### config.mk
export PLATFORM = sky130hd
export DESIGN_NAME = video_test_pattern_generator
export DESIGN_NICKNAME = d
export VERILOG_FILES = /design/src/vtpg_pkg.sv /design/src/video_test_pattern_generator.sv /design/src/vtpg_regs.sv /design/src/vtpg_color.sv
export SDC_FILE = /design/constraint.sdc
export NUM_CORES = 1
export LEC_CHECK = 0
export BUFFER_PORTS_ARGS = -buffer_cell sky130_fd_sc_hd__buf_2
export CAP_MARGIN = 10
export CORE_MARGIN = 2
export CORE_UTILIZATION = 45
export CTS_BUF_LIST = sky130_fd_sc_hd__clkbuf_4
export DETAILED_ROUTE_END_ITERATION = 10
export SYNTH_ARGS = -nofsm -noshare
export SYNTH_HDL_FRONTEND = slang
export SYNTH_SLANG_ARGS = --single-unit
### constraint.sdc
create_clock -name clk -period 13.6 [get_ports clk]
set_input_delay 0.68 -clock clk [delete_from_list [all_inputs] [get_ports clk]]
set_output_delay 0.68 -clock clk [all_outputs]
set_load 0.01 [all_outputs]
### src/vtpg_pkg.sv
// ----------------------------------------------------------------------------
// vtpg_pkg
// Shared types, register map and constants of the test pattern generator.
// ----------------------------------------------------------------------------
package vtpg_pkg;

    // Register and field widths
    localparam int WIDTH_REG_W  = 12;
    localparam int HEIGHT_REG_W = 12;
    localparam int MODE_W       = 2;
    localparam int STEP_W       = 25;
    localparam int BYTE_W       = 8;
    localparam int COORD_W      = 11;
    localparam int BAR_IDX_W    = 4;

    // APB port
    localparam int APB_ADDR_W = 5;
    localparam int APB_DATA_W = 32;

    // Parameter defaults
    localparam int DEF_MAX_WIDTH     = 2048;
    localparam int DEF_MAX_HEIGHT    = 2048;
    localparam int DEF_FRACTION_BITS = 16;

    // Register indexes (byte address / 4)
    typedef logic [APB_ADDR_W-3:0] reg_idx_t;
    localparam reg_idx_t REG_FRAME_WIDTH  = 3'd0;
    localparam reg_idx_t REG_FRAME_HEIGHT = 3'd1;
    localparam reg_idx_t REG_PATTERN_MODE = 3'd2;
    localparam reg_idx_t REG_COLUMN_STEP  = 3'd3;
    localparam reg_idx_t REG_ROW_STEP     = 3'd4;

    // Pattern modes
    typedef logic [MODE_W-1:0] mode_t;
    localparam mode_t MODE_RAMP        = 2'd0;
    localparam mode_t MODE_BARS        = 2'd1;
    localparam mode_t MODE_BARS_SQUARE = 2'd2;

    // Register reset values
    localparam logic [WIDTH_REG_W-1:0]  RST_FRAME_WIDTH  = 12'd640;
    localparam logic [HEIGHT_REG_W-1:0] RST_FRAME_HEIGHT = 12'd480;
    localparam mode_t                   RST_PATTERN_MODE = MODE_BARS;
    localparam logic [STEP_W-1:0]       RST_COLUMN_STEP  = 25'd184365;
    localparam logic [STEP_W-1:0]       RST_ROW_STEP     = 25'd69905;

    // Color bars
    localparam logic [BAR_IDX_W-1:0] BAR_FIRST      = 4'd1;
    localparam logic [BAR_IDX_W-1:0] BAR_LAST       = 4'd7;
    localparam logic [BAR_IDX_W-1:0] BAR_WHITE      = 4'd8;
    localparam logic [BAR_IDX_W-1:0] BAR_RED_MASK   = 4'b0001;
    localparam logic [BAR_IDX_W-1:0] BAR_BLUE_MASK  = 4'b0010;
    localparam logic [BAR_IDX_W-1:0] BAR_GREEN_MASK = 4'b0100;

    localparam logic [BYTE_W-1:0] BYTE_MAX = 8'd255;

    // Half size of the center square
    localparam int SQUARE_HALF = 50;

    typedef struct packed {
        logic [WIDTH_REG_W-1:0]  frame_width;
        logic [HEIGHT_REG_W-1:0] frame_height;
        mode_t                   pattern_mode;
        logic [STEP_W-1:0]       column_step;
        logic [STEP_W-1:0]       row_step;
    } cfg_t;

    typedef struct packed {
        logic [BYTE_W-1:0] red;
        logic [BYTE_W-1:0] blue;
        logic [BYTE_W-1:0] green;
    } rgb_t;

endpackage

### src/video_test_pattern_generator.sv
// ----------------------------------------------------------------------------
// video_test_pattern_generator
// Raster-order test pattern source: ramp grid, color bars, bars with square.
// An accepted pixel goes to the output register, or to the skid register while the output is stalled.
// Throughput: one pixel per cycle while the pixel channel is not stalled; all per-pixel
// work sits between the state registers and the output register, with a skid register behind the output.
// Reset: position (0,0), ramps restarted, registers at their defaults.
// ----------------------------------------------------------------------------
module video_test_pattern_generator
    import vtpg_pkg::*;
#(
    parameter int MAX_WIDTH     = DEF_MAX_WIDTH,
    parameter int MAX_HEIGHT    = DEF_MAX_HEIGHT,
    parameter int FRACTION_BITS = DEF_FRACTION_BITS
)
(
    input  logic                  clk,
    input  logic                  rst_n,
    // APB configuration
    input  logic                  psel,
    input  logic                  penable,
    input  logic                  pwrite,
    input  logic [APB_ADDR_W-1:0] paddr,
    input  logic [APB_DATA_W-1:0] pwdata,
    output logic [APB_DATA_W-1:0] prdata,
    output logic                  pready,
    // Request channel
    input  logic                  req_valid,
    output logic                  req_stall,
    input  logic                  restart,
    // Pixel channel
    output logic                  pixel_valid,
    input  logic                  pixel_stall,
    output logic [BYTE_W-1:0]     byte_red,
    output logic [BYTE_W-1:0]     byte_blue,
    output logic [BYTE_W-1:0]     byte_green,
    output logic [COORD_W-1:0]    column,
    output logic [COORD_W-1:0]    line,
    output logic                  end_of_line,
    output logic                  end_of_frame
);

    localparam int F     = FRACTION_BITS;
    localparam int AW    = F + 10;
    localparam int BARW  = F + 8;
    localparam int SUMW  = ((AW > STEP_W + 1) ? AW : STEP_W + 1) + 1;
    localparam int BSUMW = ((BARW > STEP_W) ? BARW : STEP_W) + 1;
    localparam int CW    = $clog2(MAX_WIDTH);
    localparam int LW    = $clog2(MAX_HEIGHT);
    localparam int WW    = $clog2(MAX_WIDTH + 1);
    localparam int HW    = $clog2(MAX_HEIGHT + 1);

    localparam logic signed [AW-1:0]   FIX_ONE = {2'b01, {(AW-2){1'b0}}};
    localparam logic signed [SUMW-1:0] ACC_HI  = {{(SUMW-AW+1){1'b0}}, {(AW-1){1'b1}}};
    localparam logic signed [SUMW-1:0] ACC_LO  = {{(SUMW-AW+1){1'b1}}, {(AW-1){1'b0}}};

    typedef struct packed {
        rgb_t               rgb;
        logic [COORD_W-1:0] column;
        logic [COORD_W-1:0] line;
        logic               eol;
        logic               eof;
    } pixel_t;

    cfg_t cfg;

    // Raster and ramp state
    logic        [CW-1:0]        col_reg, col_next, col_eff;
    logic        [LW-1:0]        ln_reg, ln_next, ln_eff;
    logic signed [AW-1:0]        red_reg, red_next, red_eff, red_ramp;
    logic signed [AW-1:0]        blue_reg, blue_next, blue_eff, blue_ramp;
    logic signed [AW-1:0]        green_reg, green_next, green_eff, green_ramp;
    logic        [BARW-1:0]      bar_reg, bar_next, bar_eff, bar_ramp;
    logic        [BAR_IDX_W-1:0] idx_reg, idx_next, idx_eff, idx_ramp;

    logic [WW-1:0]    wc, i1, i2, i3;
    logic [HW-1:0]    hc;
    logic [CW-1:0]    wm1;
    logic [LW-1:0]    hm1;
    logic             eol, eof;
    logic [BSUMW-1:0] bar_sum;
    logic             bar_wrap;
    rgb_t             rgb;
    pixel_t           pix_new;

    // Output and skid stage
    pixel_t out_reg, skid_reg;
    logic   out_valid_reg, skid_valid_reg;
    logic   accept, slot_free;

    // Saturating add or subtract of a step on a ramp accumulator
    function automatic logic signed [AW-1:0] sat_step(
        input logic signed [AW-1:0] acc,
        input logic [STEP_W-1:0]    step,
        input logic                 sub
    );
        logic signed [SUMW-1:0] a;
        logic signed [SUMW-1:0] s;
        logic signed [SUMW-1:0] sum;
        a   = SUMW'(acc);
        s   = signed'(SUMW'(step));
        sum = sub ? (a - s) : (a + s);
        if (sum > ACC_HI)
            sum = ACC_HI;
        else if (sum < ACC_LO)
            sum = ACC_LO;
        return sum[AW-1:0];
    endfunction

    vtpg_regs u_regs (
        .clk     (clk),
        .rst_n   (rst_n),
        .psel    (psel),
        .penable (penable),
        .pwrite  (pwrite),
        .paddr   (paddr),
        .pwdata  (pwdata),
        .prdata  (prdata),
        .cfg     (cfg)
    );

    assign pready = 1'b1;

    // Clamp frame size to 1..MAX
    always_comb
    begin
        if (cfg.frame_width == '0)
            wc = WW'(1);
        else if (32'(cfg.frame_width) > MAX_WIDTH)
            wc = WW'(MAX_WIDTH);
        else
            wc = WW'(cfg.frame_width);

        if (cfg.frame_height == '0)
            hc = HW'(1);
        else if (32'(cfg.frame_height) > MAX_HEIGHT)
            hc = HW'(MAX_HEIGHT);
        else
            hc = HW'(cfg.frame_height);
    end

    assign wm1 = CW'(wc - WW'(1));
    assign hm1 = LW'(hc - HW'(1));

    // State seen by this pixel: restart forces the frame start values
    assign col_eff   = restart ? '0        : col_reg;
    assign ln_eff    = restart ? '0        : ln_reg;
    assign red_eff   = restart ? FIX_ONE   : red_reg;
    assign blue_eff  = restart ? '0        : blue_reg;
    assign green_eff = restart ? '0        : green_reg;
    assign bar_eff   = restart ? '0        : bar_reg;
    assign idx_eff   = restart ? BAR_FIRST : idx_reg;

    assign eol = col_eff >= wm1;
    assign eof = eol && (ln_eff >= hm1);

    // Quarter-width intervals of the horizontal ramp
    assign i1 = wc >> 2;
    assign i2 = i1 << 1;
    assign i3 = i1 + i2;

    always_comb
    begin
        if (WW'(col_eff) < i1)
        begin
            blue_ramp = '0;
            red_ramp  = sat_step(red_eff, cfg.column_step, 1'b1);
        end
        else if (WW'(col_eff) < i2)
        begin
            blue_ramp = sat_step(blue_eff, cfg.column_step, 1'b0);
            red_ramp  = sat_step(red_eff, cfg.column_step, 1'b0);
        end
        else if (WW'(col_eff) < i3)
        begin
            blue_ramp = sat_step(blue_eff, cfg.column_step, 1'b1);
            red_ramp  = sat_step(red_eff, cfg.column_step, 1'b1);
        end
        else
        begin
            blue_ramp = sat_step(blue_eff, cfg.column_step, 1'b0);
            red_ramp  = '0;
        end
    end

    // Bar accumulator: wraps at 256.0 and moves to the next bar, stopping at white
    assign bar_sum  = BSUMW'(bar_eff) + BSUMW'(cfg.column_step);
    assign bar_wrap = bar_sum[BSUMW-1:BARW] != '0;
    assign bar_ramp = bar_wrap ? '0 : bar_sum[BARW-1:0];
    assign idx_ramp = (bar_wrap && (idx_eff != BAR_WHITE)) ? idx_eff + 1'b1 : idx_eff;

    // Green rises over the top half of the frame and falls below it
    assign green_ramp = sat_step(green_eff, cfg.row_step, !(HW'(ln_eff) < (hc >> 1)));

    // Next raster state
    always_comb
    begin
        if (eof)
        begin
            col_next   = '0;
            ln_next    = '0;
            green_next = '0;
            red_next   = FIX_ONE;
            blue_next  = '0;
            bar_next   = '0;
            idx_next   = BAR_FIRST;
        end
        else if (eol)
        begin
            col_next   = '0;
            ln_next    = ln_eff + 1'b1;
            green_next = green_ramp;
            red_next   = FIX_ONE;
            blue_next  = '0;
            bar_next   = '0;
            idx_next   = BAR_FIRST;
        end
        else
        begin
            col_next   = col_eff + 1'b1;
            ln_next    = ln_eff;
            green_next = green_eff;
            red_next   = red_ramp;
            blue_next  = blue_ramp;
            bar_next   = bar_ramp;
            idx_next   = idx_ramp;
        end
    end

    always_ff @(posedge clk or negedge rst_n)
    begin
        if (!rst_n)
        begin
            col_reg   <= '0;
            ln_reg    <= '0;
            red_reg   <= FIX_ONE;
            blue_reg  <= '0;
            green_reg <= '0;
            bar_reg   <= '0;
            idx_reg   <= BAR_FIRST;
        end
        else if (accept)
        begin
            col_reg   <= col_next;
            ln_reg    <= ln_next;
            red_reg   <= red_next;
            blue_reg  <= blue_next;
            green_reg <= green_next;
            bar_reg   <= bar_next;
            idx_reg   <= idx_next;
        end
    end

    // Pixel color
    vtpg_color #(
        .MAX_WIDTH     (MAX_WIDTH),
        .MAX_HEIGHT    (MAX_HEIGHT),
        .FRACTION_BITS (FRACTION_BITS)
    ) u_color (
        .mode      (cfg.pattern_mode),
        .red_acc   (red_eff),
        .blue_acc  (blue_eff),
        .green_acc (green_eff),
        .bar_acc   (bar_eff),
        .bar_idx   (idx_eff),
        .col       (col_eff),
        .ln        (ln_eff),
        .width     (wc),
        .height    (hc),
        .rgb       (rgb)
    );

    assign pix_new.rgb    = rgb;
    assign pix_new.column = COORD_W'(col_eff);
    assign pix_new.line   = COORD_W'(ln_eff);
    assign pix_new.eol    = eol;
    assign pix_new.eof    = eof;

    // Handshake: skid register takes a pixel while the output is stalled
    assign req_stall = skid_valid_reg;
    assign accept    = req_valid && !skid_valid_reg;
    assign slot_free = !out_valid_reg || !pixel_stall;

    always_ff @(posedge clk or negedge rst_n)
    begin
        if (!rst_n)
        begin
            out_valid_reg  <= 1'b0;
            skid_valid_reg <= 1'b0;
        end
        else if (slot_free)
        begin
            out_valid_reg  <= skid_valid_reg || accept;
            skid_valid_reg <= 1'b0;
        end
        else if (accept)
        begin
            skid_valid_reg <= 1'b1;
        end
    end

    always_ff @(posedge clk)
    begin
        if (slot_free)
        begin
            if (skid_valid_reg)
                out_reg <= skid_reg;
            else if (accept)
                out_reg <= pix_new;
        end
        else if (accept)
        begin
            skid_reg <= pix_new;
        end
    end

    assign pixel_valid  = out_valid_reg;
    assign byte_red     = out_reg.rgb.red;
    assign byte_blue    = out_reg.rgb.blue;
    assign byte_green   = out_reg.rgb.green;
    assign column       = out_reg.column;
    assign line         = out_reg.line;
    assign end_of_line  = out_reg.eol;
    assign end_of_frame = out_reg.eof;

endmodule

### src/vtpg_regs.sv
// ----------------------------------------------------------------------------
// vtpg_regs
// APB register file holding frame size, pattern mode and ramp steps.
// ----------------------------------------------------------------------------
module vtpg_regs
    import vtpg_pkg::*;
(
    input  logic                  clk,
    input  logic                  rst_n,
    input  logic                  psel,
    input  logic                  penable,
    input  logic                  pwrite,
    input  logic [APB_ADDR_W-1:0] paddr,
    input  logic [APB_DATA_W-1:0] pwdata,
    output logic [APB_DATA_W-1:0] prdata,
    output cfg_t                  cfg
);

    cfg_t     cfg_reg;
    reg_idx_t idx;
    logic     wr_en;

    assign idx   = paddr[APB_ADDR_W-1:2];
    assign wr_en = psel & penable & pwrite;

    // Register writes
    always_ff @(posedge clk or negedge rst_n)
    begin
        if (!rst_n)
        begin
            cfg_reg.frame_width  <= RST_FRAME_WIDTH;
            cfg_reg.frame_height <= RST_FRAME_HEIGHT;
            cfg_reg.pattern_mode <= RST_PATTERN_MODE;
            cfg_reg.column_step  <= RST_COLUMN_STEP;
            cfg_reg.row_step     <= RST_ROW_STEP;
        end
        else if (wr_en)
        begin
            case (idx)
                REG_FRAME_WIDTH:  cfg_reg.frame_width  <= pwdata[WIDTH_REG_W-1:0];
                REG_FRAME_HEIGHT: cfg_reg.frame_height <= pwdata[HEIGHT_REG_W-1:0];
                REG_PATTERN_MODE: cfg_reg.pattern_mode <= pwdata[MODE_W-1:0];
                REG_COLUMN_STEP:  cfg_reg.column_step  <= pwdata[STEP_W-1:0];
                REG_ROW_STEP:     cfg_reg.row_step     <= pwdata[STEP_W-1:0];
                default:          ;
            endcase
        end
    end

    // Read mux
    always_comb
    begin
        case (idx)
            REG_FRAME_WIDTH:  prdata = APB_DATA_W'(cfg_reg.frame_width);
            REG_FRAME_HEIGHT: prdata = APB_DATA_W'(cfg_reg.frame_height);
            REG_PATTERN_MODE: prdata = APB_DATA_W'(cfg_reg.pattern_mode);
            REG_COLUMN_STEP:  prdata = APB_DATA_W'(cfg_reg.column_step);
            REG_ROW_STEP:     prdata = APB_DATA_W'(cfg_reg.row_step);
            default:          prdata = '0;
        endcase
    end

    assign cfg = cfg_reg;

endmodule

### src/vtpg_color.sv
// ----------------------------------------------------------------------------
// vtpg_color
// Pixel color from the ramp accumulators, bar state and coordinates.
// ----------------------------------------------------------------------------
module vtpg_color
    import vtpg_pkg::*;
#(
    parameter int MAX_WIDTH     = DEF_MAX_WIDTH,
    parameter int MAX_HEIGHT    = DEF_MAX_HEIGHT,
    parameter int FRACTION_BITS = DEF_FRACTION_BITS
)
(
    input  mode_t                            mode,
    input  logic signed [FRACTION_BITS+9:0]  red_acc,
    input  logic signed [FRACTION_BITS+9:0]  blue_acc,
    input  logic signed [FRACTION_BITS+9:0]  green_acc,
    input  logic        [FRACTION_BITS+7:0]  bar_acc,
    input  logic        [BAR_IDX_W-1:0]      bar_idx,
    input  logic [$clog2(MAX_WIDTH)-1:0]     col,
    input  logic [$clog2(MAX_HEIGHT)-1:0]    ln,
    input  logic [$clog2(MAX_WIDTH+1)-1:0]   width,
    input  logic [$clog2(MAX_HEIGHT+1)-1:0]  height,
    output rgb_t                             rgb
);

    localparam int AW = FRACTION_BITS + 10;
    localparam int WW = $clog2(MAX_WIDTH + 1);
    localparam int HW = $clog2(MAX_HEIGHT + 1);
    localparam int XW = ((WW > 7) ? WW : 7) + 1;
    localparam int YW = ((HW > 7) ? HW : 7) + 1;

    logic [BYTE_W-1:0] bar_lvl;
    rgb_t              bars;
    logic              in_square;
    logic [XW-1:0]     cx;
    logic [YW-1:0]     cy;
    logic [XW-1:0]     x;
    logic [YW-1:0]     y;

    // Ramp value to byte: negative gives 0, 256.0 and up gives 255
    function automatic logic [BYTE_W-1:0] to_byte(input logic signed [AW-1:0] v);
        if (v[AW-1])
            return '0;
        else if (v[AW-2])
            return BYTE_MAX;
        else
            return v[FRACTION_BITS+BYTE_W-1:FRACTION_BITS];
    endfunction

    // Center square bounds, written without subtraction so nothing wraps
    assign cx = XW'(width >> 1);
    assign cy = YW'(height >> 1);
    assign x  = XW'(col);
    assign y  = YW'(ln);
    assign in_square = (x + XW'(SQUARE_HALF) > cx) && (x < cx + XW'(SQUARE_HALF)) &&
                       (y + YW'(SQUARE_HALF) > cy) && (y < cy + YW'(SQUARE_HALF));

    // Bar color, white past the last bar
    always_comb
    begin
        bar_lvl = bar_acc[FRACTION_BITS+BYTE_W-1:FRACTION_BITS];
        if (bar_idx > BAR_LAST)
        begin
            bars = '{red: BYTE_MAX, blue: BYTE_MAX, green: BYTE_MAX};
        end
        else
        begin
            bars.red   = ((bar_idx & BAR_RED_MASK)   != '0) ? bar_lvl : '0;
            bars.blue  = ((bar_idx & BAR_BLUE_MASK)  != '0) ? bar_lvl : '0;
            bars.green = ((bar_idx & BAR_GREEN_MASK) != '0) ? bar_lvl : '0;
        end
    end

    // Mode select
    always_comb
    begin
        case (mode)
            MODE_RAMP:
            begin
                rgb.red   = to_byte(red_acc);
                rgb.blue  = to_byte(blue_acc);
                rgb.green = to_byte(green_acc);
            end
            MODE_BARS:
            begin
                rgb = bars;
            end
            MODE_BARS_SQUARE:
            begin
                if (in_square)
                    rgb = '{red: BYTE_MAX, blue: BYTE_MAX, green: '0};
                else
                    rgb = bars;
            end
            default:
            begin
                rgb = '0;
            end
        endcase
    end

endmodule

=== After elaboration in Yosys (flattened, before gate mapping) ===
Cells that the tools add are included.

* Register bits: 302
* Input port bits: 45
* Output and inout bits: 83
* Word-level logic and storage cells: 164

* Add/subtract/negate cells: 17
* $lt $le $gt $ge: 23
* Equality and inequality tests: 7
* Multiplexer cells: 61
* Bitwise operators: 3
* Reductions and logical operators: 25

{| class="wikitable"
|+ Operators with widths
! kind !! count
|-
| two-way mux 26 bit || 25
|-
| two-way mux 24 bit || 6
|-
| > comparator 27 x 26 -> 1 bit (second input constant) || 5
|-
| less-than comparator 27 x 26 -> 1 bit (second input constant) || 5
|-
| case mux 25 bit (5 select lines) || 1
|-
| two-way mux 48 bit || 2
|-
| adder 26 x 26 -> 27 bit || 3
|-
| subtractor 26 x 26 -> 27 bit || 3
|-
| two-way mux 8 bit || 9
|-
| case mux 24 bit (3 select lines) || 1
|-
| two-way mux 11 bit || 6
|-
| adder 11 x 6 -> 12 bit (second input constant) || 4
|-
| two-way mux 12 bit || 4
|-
| two-way mux 27 bit || 1
|-
| adder 24 x 25 -> 26 bit || 1
|-
| less-than comparator 11 x 13 -> 1 bit || 2
|-
| > comparator 12 x 11 -> 1 bit || 2
|-
| > comparator 12 bit (second input constant) || 2
|-
| logical NOT 12 bit || 2
|-
| adder 11 x 1 -> 11 bit (second input constant) || 2
|-
| greater-or-equal comparator 11 bit || 2
|-
| less-than comparator 11 bit || 2
|-
| subtractor 11 x 1 -> 11 bit (second input constant) || 2
|-
| two-way mux 4 bit || 4
|-
| 21 further kinds || 40
|}

=== Longest topological paths before layout ===
Gate-level depths: netlist (run 1).

* Depth after elaboration: 12
* Mapped depth: 29
* Depth with buffers taken out: 23

=== Modules after synthesis ===
A second synthesis (run 1) with hierarchy kept.

* Cells, all modules: 2,951
* Area, all modules: 26,561.7 µm²

{| class="wikitable"
|+ Modules (own cells, without submodules)
! module !! times used !! cells an instance !! area each (µm²) !! sequential area each (µm²)
|-
| video_test_pattern_generator || 1 || 2,372 || 20,762.4 || 6,138.4
|-
| vtpg_regs || 1 || 252 || 3,528.4 || 1,926.8
|-
| vtpg_color || 1 || 327 || 2,270.9 || 0.0
|}

=== Least setup slack after synthesis (run 1) ===
OpenSTA, ideal clock, no wires.

* Path kind: input to register
* From: input restart
* To: register green_reg[10]
* Data arrival time: 6.432 ns
* Slack: 7.022 ns
* Cell stages on the path: 27
* Buffers on the path: 8
* Cells stage by stage: buf_2 clkbuf_1 clkbuf_1 clkbuf_1 clkbuf_1 nand2b_1 inv_1 ha_1 o21bai_1 a211oi_1 o21ai_0 a211o_1 clkbuf_1 clkbuf_1 nor2_1 xnor2_1 ha_1 a2111oi_1 o21ai_0 a211oi_1 a22oi_1 o21ai_1 xor3_1 or2_2 nand2_1 clkbuf_1 o211ai_1

* Cells in the longest elaborated chain, start to end: 8

{| class="wikitable"
|+ Ends and longest elaborated chain
! item !! line !! text
|-
| start: declaration || video_test_pattern_generator.sv:30 || <nowiki>input logic restart,</nowiki>
|-
| two-way mux 11 bit * || video_test_pattern_generator.sv:147 || <nowiki>assign ln_eff = restart ? '0 : ln_reg;</nowiki>
|-
| net ln_eff[1] || video_test_pattern_generator.sv:69 || <nowiki>logic [LW-1:0] ln_reg, ln_next, ln_eff;</nowiki>
|-
| less-than comparator 11 bit || video_test_pattern_generator.sv:193 || <nowiki>assign green_ramp = sat_step(green_eff, cfg.row_step, !(HW'(ln_eff) < (hc >> 1)));</nowiki>
|-
| two-way mux 27 bit || video_test_pattern_generator.sv:102 || <nowiki>sum = sub ? (a - s) : (a + s);</nowiki>
|-
| less-than comparator 27 x 26 -> 1 bit || video_test_pattern_generator.sv:105 || <nowiki>else if (sum < ACC_LO)</nowiki>
|-
| two-way mux 26 bit || video_test_pattern_generator.sv:105 ||
|-
| two-way mux 26 bit || video_test_pattern_generator.sv:103 || <nowiki>if (sum > ACC_HI)</nowiki>
|-
| two-way mux 26 bit || video_test_pattern_generator.sv:208 || <nowiki>else if (eol)</nowiki>
|-
| two-way mux 26 bit * || video_test_pattern_generator.sv:198 || <nowiki>if (eof)</nowiki>
|-
| end signal: assignment || video_test_pattern_generator.sv:248 || <nowiki>green_reg <= green_next;</nowiki>
|-
| end: declaration || video_test_pattern_generator.sv:72 || <nowiki>logic signed [AW-1:0] green_reg, green_next, green_eff, green_ramp;</nowiki>
|}

Mark *: on every way through the listed nets, which the timed path passes. The rest lies on a longest branch.
A chain may end at the register's enable or synchronous reset.

=== Worst setup path in the final report (run 1) ===
* From: register u_regs.cfg_reg, in the netlist u_regs.cfg[63]
* To: register green_reg[7]

* Cells in the longest elaborated chain, start to end: 10

{| class="wikitable"
|+ Ends and longest elaborated chain
! item !! line !! text
|-
| start: declaration || vtpg_regs.sv:19 || <nowiki>cfg_t cfg_reg;</nowiki>
|-
| > comparator 12 bit || video_test_pattern_generator.sv:136 || <nowiki>else if (32'(cfg.frame_height) > MAX_HEIGHT)</nowiki>
|-
| two-way mux 12 bit || video_test_pattern_generator.sv:136 ||
|-
| two-way mux 12 bit * || video_test_pattern_generator.sv:134 || <nowiki>if (cfg.frame_height == '0)</nowiki>
|-
| less-than comparator 11 bit || video_test_pattern_generator.sv:193 ||
|-
| two-way mux 27 bit || video_test_pattern_generator.sv:102 ||
|-
| less-than comparator 27 x 26 -> 1 bit || video_test_pattern_generator.sv:105 ||
|-
| two-way mux 26 bit || video_test_pattern_generator.sv:105 ||
|-
| two-way mux 26 bit || video_test_pattern_generator.sv:103 ||
|-
| two-way mux 26 bit || video_test_pattern_generator.sv:208 ||
|-
| two-way mux 26 bit * || video_test_pattern_generator.sv:198 ||
|}

Every way passes the cells marked *; elsewhere a longest branch is shown, timed or not.

==> results of run 1 <==
worst paths after layout:
kind	startpoint	end	slack, ns	depth (start not counted)
worst max-delay path	u_regs.cfg[63]$_DFFE_PN0P_	green_reg[7]$_DFFE_PN0P_	6.51	21
worst min-delay path	pwdata[20]	u_regs.cfg[45]$_DFFE_PN0P_	0.08	3
worst max register to register	u_regs.cfg[63]$_DFFE_PN0P_	green_reg[7]$_DFFE_PN0P_	6.51	21
worst min register to register	ln_reg[9]$_DFFE_PN0P_	ln_reg[9]$_DFFE_PN0P_	0.47	1
max in group asynchronous	rst_n	u_regs.cfg[18]$_DFFE_PN0P_	11.73	3
min in group asynchronous	rst_n	blue_reg[1]$_DFFE_PN0P_	0.41	2
report_power, final:
part | internal, mW | switching, mW
Sequential | 1.16 | 0.200
Combinational | 1.02 | 1.56
Clock | 0.474 | 0.446
synth_stat cells (41+ instances only):
library cell and instances:
ha_1 289, nor2_1 183, nor2b_1 150, xnor2_1 161, nand2b_1 62, inv_1 150
o21ai_0 268, edfxtp_1 96, nand3_1 52, a21o_1 57, nand2_1 243, a21oi_1 264
clkbuf_1 122, o211ai_1 41, dfrtp_1 184, a22o_1 73, mux2_2 68, nor3_1 51
metal layers:
metal	global-route usage (%)	vias to the layer above	share of wire (%)
li1	-	11600	-
met1	36.8	12000	42
met2	50.2	774	48
met3	4.53	175	5.7
met4	11.2	0	3.7
met5	0	-	0
metrics by stage:
| stage | instance area, µm² | power (mW) |
|---|---|---|
| 2_1_floorplan | 26900 | 3.20 |
| 3_3_place_gp | 28000 | 3.85 |
| 3_5_place_dp | 28000 | 3.90 |
| 4_1_cts | 29200 | 4.85 |
| 5_1_grt | 29300 | 5.21 |
| 6_report | 29300 | 4.85 |
cells in the final DEF (no fill, tap or decap), types with 41 or more instances in the layout:
| master | Yosys | routed |
|---|---|---|
| a21o_1 | 57 | 57 |
| nor3_1 | 51 | 50 |
| nand3_1 | 52 | 52 |
| mux2_2 | 68 | 68 |
| nor2b_1 | 150 | 147 |
| ha_1 | 289 | 289 |
| nand2b_1 | 62 | 62 |
| nand2_1 | 243 | 242 |
| o211ai_1 | 41 | 41 |
| edfxtp_1 | 96 | 96 |
| inv_1 | 150 | 150 |
| dfrtp_1 | 184 | 183 |
| a22o_1 | 73 | 73 |
| a21oi_1 | 264 | 263 |
| nor2_1 | 183 | 178 |
| xnor2_1 | 161 | 161 |
| buf_2 | 27 | 108 |
| clkbuf_4 | 0 | 141 |
| o21ai_0 | 268 | 268 |
logic make-up after synthesis:
| logic type | count (synthesis) | synth area share [%] |
|---|---|---|
| compound gates | 1030 | 24.9 |
| flops | 302 | 30.0 |
| xor+xnor | 199 | 6.54 |
| mux | 79 | 3.26 |
| simple gates | 888 | 16.5 |
| other cells | 2 | 0.0279 |
| buf+inv | 320 | 4.78 |
| fa+ha+maj | 296 | 14.0 |
cell type report:
type / count / area (µm²)
fill: 5735 / 29800
clock inverter: 27 / 128
antenna: 2 / 5.00
inverter: 155 / 582
multi-input combinational: 2500 / 17600
tap: 773 / 967
timing repair buffer: 143 / 831
sequential: 302 / 8070
clock buffer: 141 / 1060
repair_timing:
item                                    CTS  global route
hold endpoints to repair                 72             0
hold buffers                              3             0
gates resized for setup                   0             0
endpoints found under the setup margin    0             0
worst max-delay path, delay by kind of cell (launching register included):
| kind | cells | cell delay (ns) |
|---|---|---|
| AOI/OAI and AO/OA | 12 | 3.46 |
| and+or+nand+nor | 3 | 1.16 |
| adders and majority gates | 2 | 0.70 |
| xor gates and xnor gates | 2 | 0.58 |
| DFF | 1 | 0.49 |
| buffers and inverters | 2 | 0.48 |
==> qor.txt, run 1 <==
Post-synth top area share -> 17.1%
Number of synthesized flops with an enable pin -> 96
Fraction of layout cells with a size suffix above 1 -> 13.5%
DRT iter0 DRCs -> 1875
Cells after Synth -> 3116
Worst Setup End Kind -> register
Fin Hold WS -> 0.0781 ns
Post-synth cell types -> 94
Chip width -> 248 µm
Slew Limit Headroom -> 19.5%
CP Cell Sequence -> nor2b_1 > inv_1 > ha_1 > o21bai_1 > a211oi_1 > o21ai_0 > a211o_1 > buf_4 > nor2_1 > xnor2_1 > ha_1 > a2111oi_1 > o21ai_0 > a211oi_1 > a22oi_1 > o21ai_1 > xor3_1 > a21boi_1 > nor2_1 > o21ai_0 > o211ai_1
Leakage -> 13.0 nW
Final period util -> 52.1%
Post-CTS Setup Inserts -> 0
Min-delay worst type -> in2reg
GPL Wtd Cong -> 0.961
Initial antenna violation count -> 1
Worst Tran Pin Value -> 1.20 ns
Worst EP arrival -> 7.77 ns
Clock buffer depth -> 3
Final Max Slew Viols -> 0
Area delta synth->final -> 8.83%
First-pass GRT wire length -> 142000 µm
Die Y -> 248 µm
Post-route setup slack -> 6.51 ns
Share of synthesized registers carrying an async set or reset -> 68.2%
Die area -> 61700 µm²
Row cnt -> 89
Worst-skew pair later-pin latency -> 0.90 ns
CTS clock-pin slew for the worst setup and hold paths -> 0.06 ns
F_max -> 141 MHz
Cell Area, Synth -> 26900 µm²
Non-filler instance count after layout -> 4043
CP max FO -> 26
Max reg flops -> 76
Maximum capacitance violations -> 0
Drt pass-1 iters -> 5
Max H-tree Level -> 3
Max VDD drop -> 71.9 µV
CTS Sinks -> 302
Vias in the first global route -> 24500
Tmin final -> 7.09 ns
Setup TNS after final layout -> 0 ns
Critical path startpoint category -> register
Core ar. -> 59000 µm²
RSZ-0062 raised after global routing -> false
Largest cells by area after synthesis -> dfrtp_1 17%, ha_1 13%, edfxtp_1 11%
CTS tree -> built
Status -> completed
YS warnings -> 0
Final wirelength -> 92600 µm
Final setup violation count -> 0
Seq cells post-synth -> 302
Largest net degree at the start of global routing -> 119
DP Worst Slack -> 6.54 ns
Final net count -> 3533
CP max stage cell -> a21boi_1
Worst path most repeated cell -> o21ai_0
Clk Tree Root Cell -> clkbuf_4
Kind of critical path -> reg2reg
Via density -> 6.07
Initial Util -> 45.5%
Placed Instances -> 3870
Total number of vias -> 24500
Post-route ant nets -> 0
Final core occ -> 49.6%
CTS Buf Count -> 90
Post-Syn Area per Cell -> 8.63 µm²
Clock Skew -> 0.0830 ns
Ys flop type -> dfrtp_1
Final hold viol count -> 0
Remaining DRCs -> 0
Sequential share of the synthesized area -> 30.0%
Port Buf Inserts -> 110
Dominant cell type by area after synthesis -> dfrtp_1
CP max stage delay -> 0.71 ns
Pwr dens -> 166 nW/µm²
Req. time, crit path -> 14.28 ns
Residual overflow from global routing -> 0
WL per Instance -> 22.9 µm
DP HPWL -> 68900 µm
IO Pins -> 128
Total Routing Usage GR -> 29.2%
No activity file was read; power rests on OpenSTA's default activity.
==> run 2, diff against run 1 <==
clock period = 7.1 ns   (was 13.6 ns; I/O delays follow)
==> qor.txt, run 2 (synthesis gave the netlist of run 1 again) <==
Final period util -> 87.6%
Met1 usage -> 38.1%
Post-route setup slack -> 0.877 ns
WL per Instance -> 23.1 µm
DP Worst Slack -> 0.873 ns
Remaining DRCs -> 0
Final net count -> 3572
Final Max Slew Viols -> 0
Placed cell area -> 28100 µm²
Worst Setup End Kind -> register
Worst EP arrival -> 6.93 ns
Clock Skew -> 0.0727 ns
Drt pass-1 iters -> 7
Met3 usage -> 4.37%
Initial antenna violation count -> 1
Row cnt -> 89
GR Util met2 -> 49.4%
CTS Buf Count -> 87
Most common cell after layout, fill and taps aside -> ha_1
R2r endpoint -> green_reg[18]$_DFFE_PN0P_
Total number of vias -> 24900
Largest net degree at the start of global routing -> 152
Max VDD drop -> 152 µV
Hold path start -> paddr[3]
Die area -> 61700 µm²
Hold Path Stages -> 3
DP HPWL -> 70200 µm
Post-route ant nets -> 0
Slew Limit Headroom -> 23.4%
Worst Tran Pin Value -> 1.15 ns
Worst-skew pair later-pin latency -> 0.88 ns
Reg2reg setup slack -> 0.88 ns
Most frequent cells in the layout -> 289 x ha_1, 268 x o21ai_0, 263 x a21oi_1, 242 x nand2_1, 183 x dfrtp_1
Clock buffer depth -> 3
Tmin final -> 6.22 ns
DRT iter0 DRCs -> 1967
Clk Tree Root Cell -> clkbuf_4
Fin Hold WS -> 0.229 ns
Kind of critical path -> reg2reg
Chip width -> 248 µm
GPL Wtd Cong -> 0.945
Area delta synth->final -> 10.3%
Final setup violation count -> 0
Core ar. -> 59000 µm²
Grt peak-use layer -> met2
Port Buf Inserts -> 110
Vias in the first global route -> 24700
Pwr dens -> 316 nW/µm²
Final instance area -> 29700 µm²
Setup TNS after final layout -> 0 ns
Max reg flops -> 76
Leakage -> 13.2 nW
First-pass GRT wire length -> 144000 µm
CTS Sinks -> 302
Maximum capacitance violations -> 0
Post-CTS Setup Inserts -> 0
CTS clock-pin slew for the worst setup and hold paths -> 0.06 ns
Initial Util -> 45.5%
Req. time, crit path -> 7.80 ns
Cell count of the worst reg-to-reg path -> 20
Status -> completed
Residual overflow from global routing -> 0
Min-delay worst type -> in2reg
CTS tree -> built
Final hold viol count -> 0
CP max FO -> 22
Total power -> 9.38 mW
Die Y -> 248 µm
Worst Hold End -> u_regs.cfg[50]$_DFFE_PN1P_
IO Pins -> 128
F_max -> 161 MHz
Max H-tree Level -> 3
Critical path startpoint category -> register
Total Routing Usage GR -> 29.7%
Fraction of layout cells with a size suffix above 1 -> 13.6%
Via density -> 6.10
Final wirelength -> 94000 µm
Reg-to-reg startpoint -> u_regs.cfg[59]$_DFFE_PN1P_
RSZ-0062 raised after global routing -> false
run 2: cell types whose count changed in the layout (fill, tap and decap cells not counted), sizes merged:
cell / previous run / this run
dlygate4sd3: 3 / 32
buf: 140 / 153
clkbuf: 141 / 135
inv: 159 / 156
bufinv: 0 / 2
clkinv: 22 / 23
clkinvlp: 1 / 2
diode: 2 / 1
run 2: where the power goes:
group	total [mW]	leakage (nW)	switching, mW	internal, mW
registers	2.60	3.54	0.385	2.21
logic	4.97	8.94	3.01	1.96
clock network	1.81	0.707	0.864	0.945
total	9.38	13.2	4.26	5.12
run 2: area by class of cell:
cell class / instances / area [µm²]
flip-flops and latches: 302 / 8070
well taps: 773 / 967
inverters: 155 / 582
multi-input cells: 2500 / 17600
fillers: 5730 / 29400
clock inverters: 28 / 186
repair buffers: 185 / 1230
diodes: 1 / 2.50
clock buffers: 135 / 1010
run 2: how the worst max path moves through the flow:
stage / cells after the start / startpoint / slack, ns / end
after floorplan: 27 / restart / 0.85 / green_reg[10]$_DFFE_PN0P_
after global placement: 22 / restart / 1.01 / green_reg[18]$_DFFE_PN0P_
after detailed placement: 22 / restart / 0.87 / green_reg[18]$_DFFE_PN0P_
after CTS: 20 / u_regs.cfg[59]$_DFFE_PN1P_ / 0.97 / green_reg[18]$_DFFE_PN0P_
after global routing: 20 / u_regs.cfg[59]$_DFFE_PN1P_ / 0.55 / green_reg[14]$_DFFE_PN0P_
final: 20 / u_regs.cfg[59]$_DFFE_PN1P_ / 0.88 / green_reg[18]$_DFFE_PN0P_
run 2: metrics by stage:
step	cells	util, %
2_1_floorplan	3122	-
4_1_cts	4078	50.2
3_5_place_dp	3883	47.7
6_report	4079	50.3
5_1_grt	4079	50.3
3_3_place_gp	3883	47.7
run 2: repair_timing:
item	in CTS	in global routing
endpoints found under the hold margin	134	0
gates resized for setup	0	0
hold buffers	32	0
run 2: per-layer routing:
metal  part of all wire, %  up-vias
li1                      -    11600
met5                     0        -
met4                   4.5        0
met3                   6.2      215
met1                    42    12100
met2                    47      903
run 2: critical path: stages, from the launching register on:
cell	delay, ns
dfstp_2	0.60
nor2b_1	0.39
inv_1	0.21
ha_1	0.25
nor3_1	0.19
o21ai_0	0.15
a211o_1	0.43
buf_4	0.26
a21oi_1	0.17
xnor2_1	0.09
ha_1	0.21
a2111oi_1	0.50
o21ai_0	0.29
a211oi_1	0.45
a22oi_1	0.17
o21ai_1	0.23
xor3_1	0.45
or2_2	0.39
nand2_1	0.40
a21oi_1	0.08
a21o_1	0.17
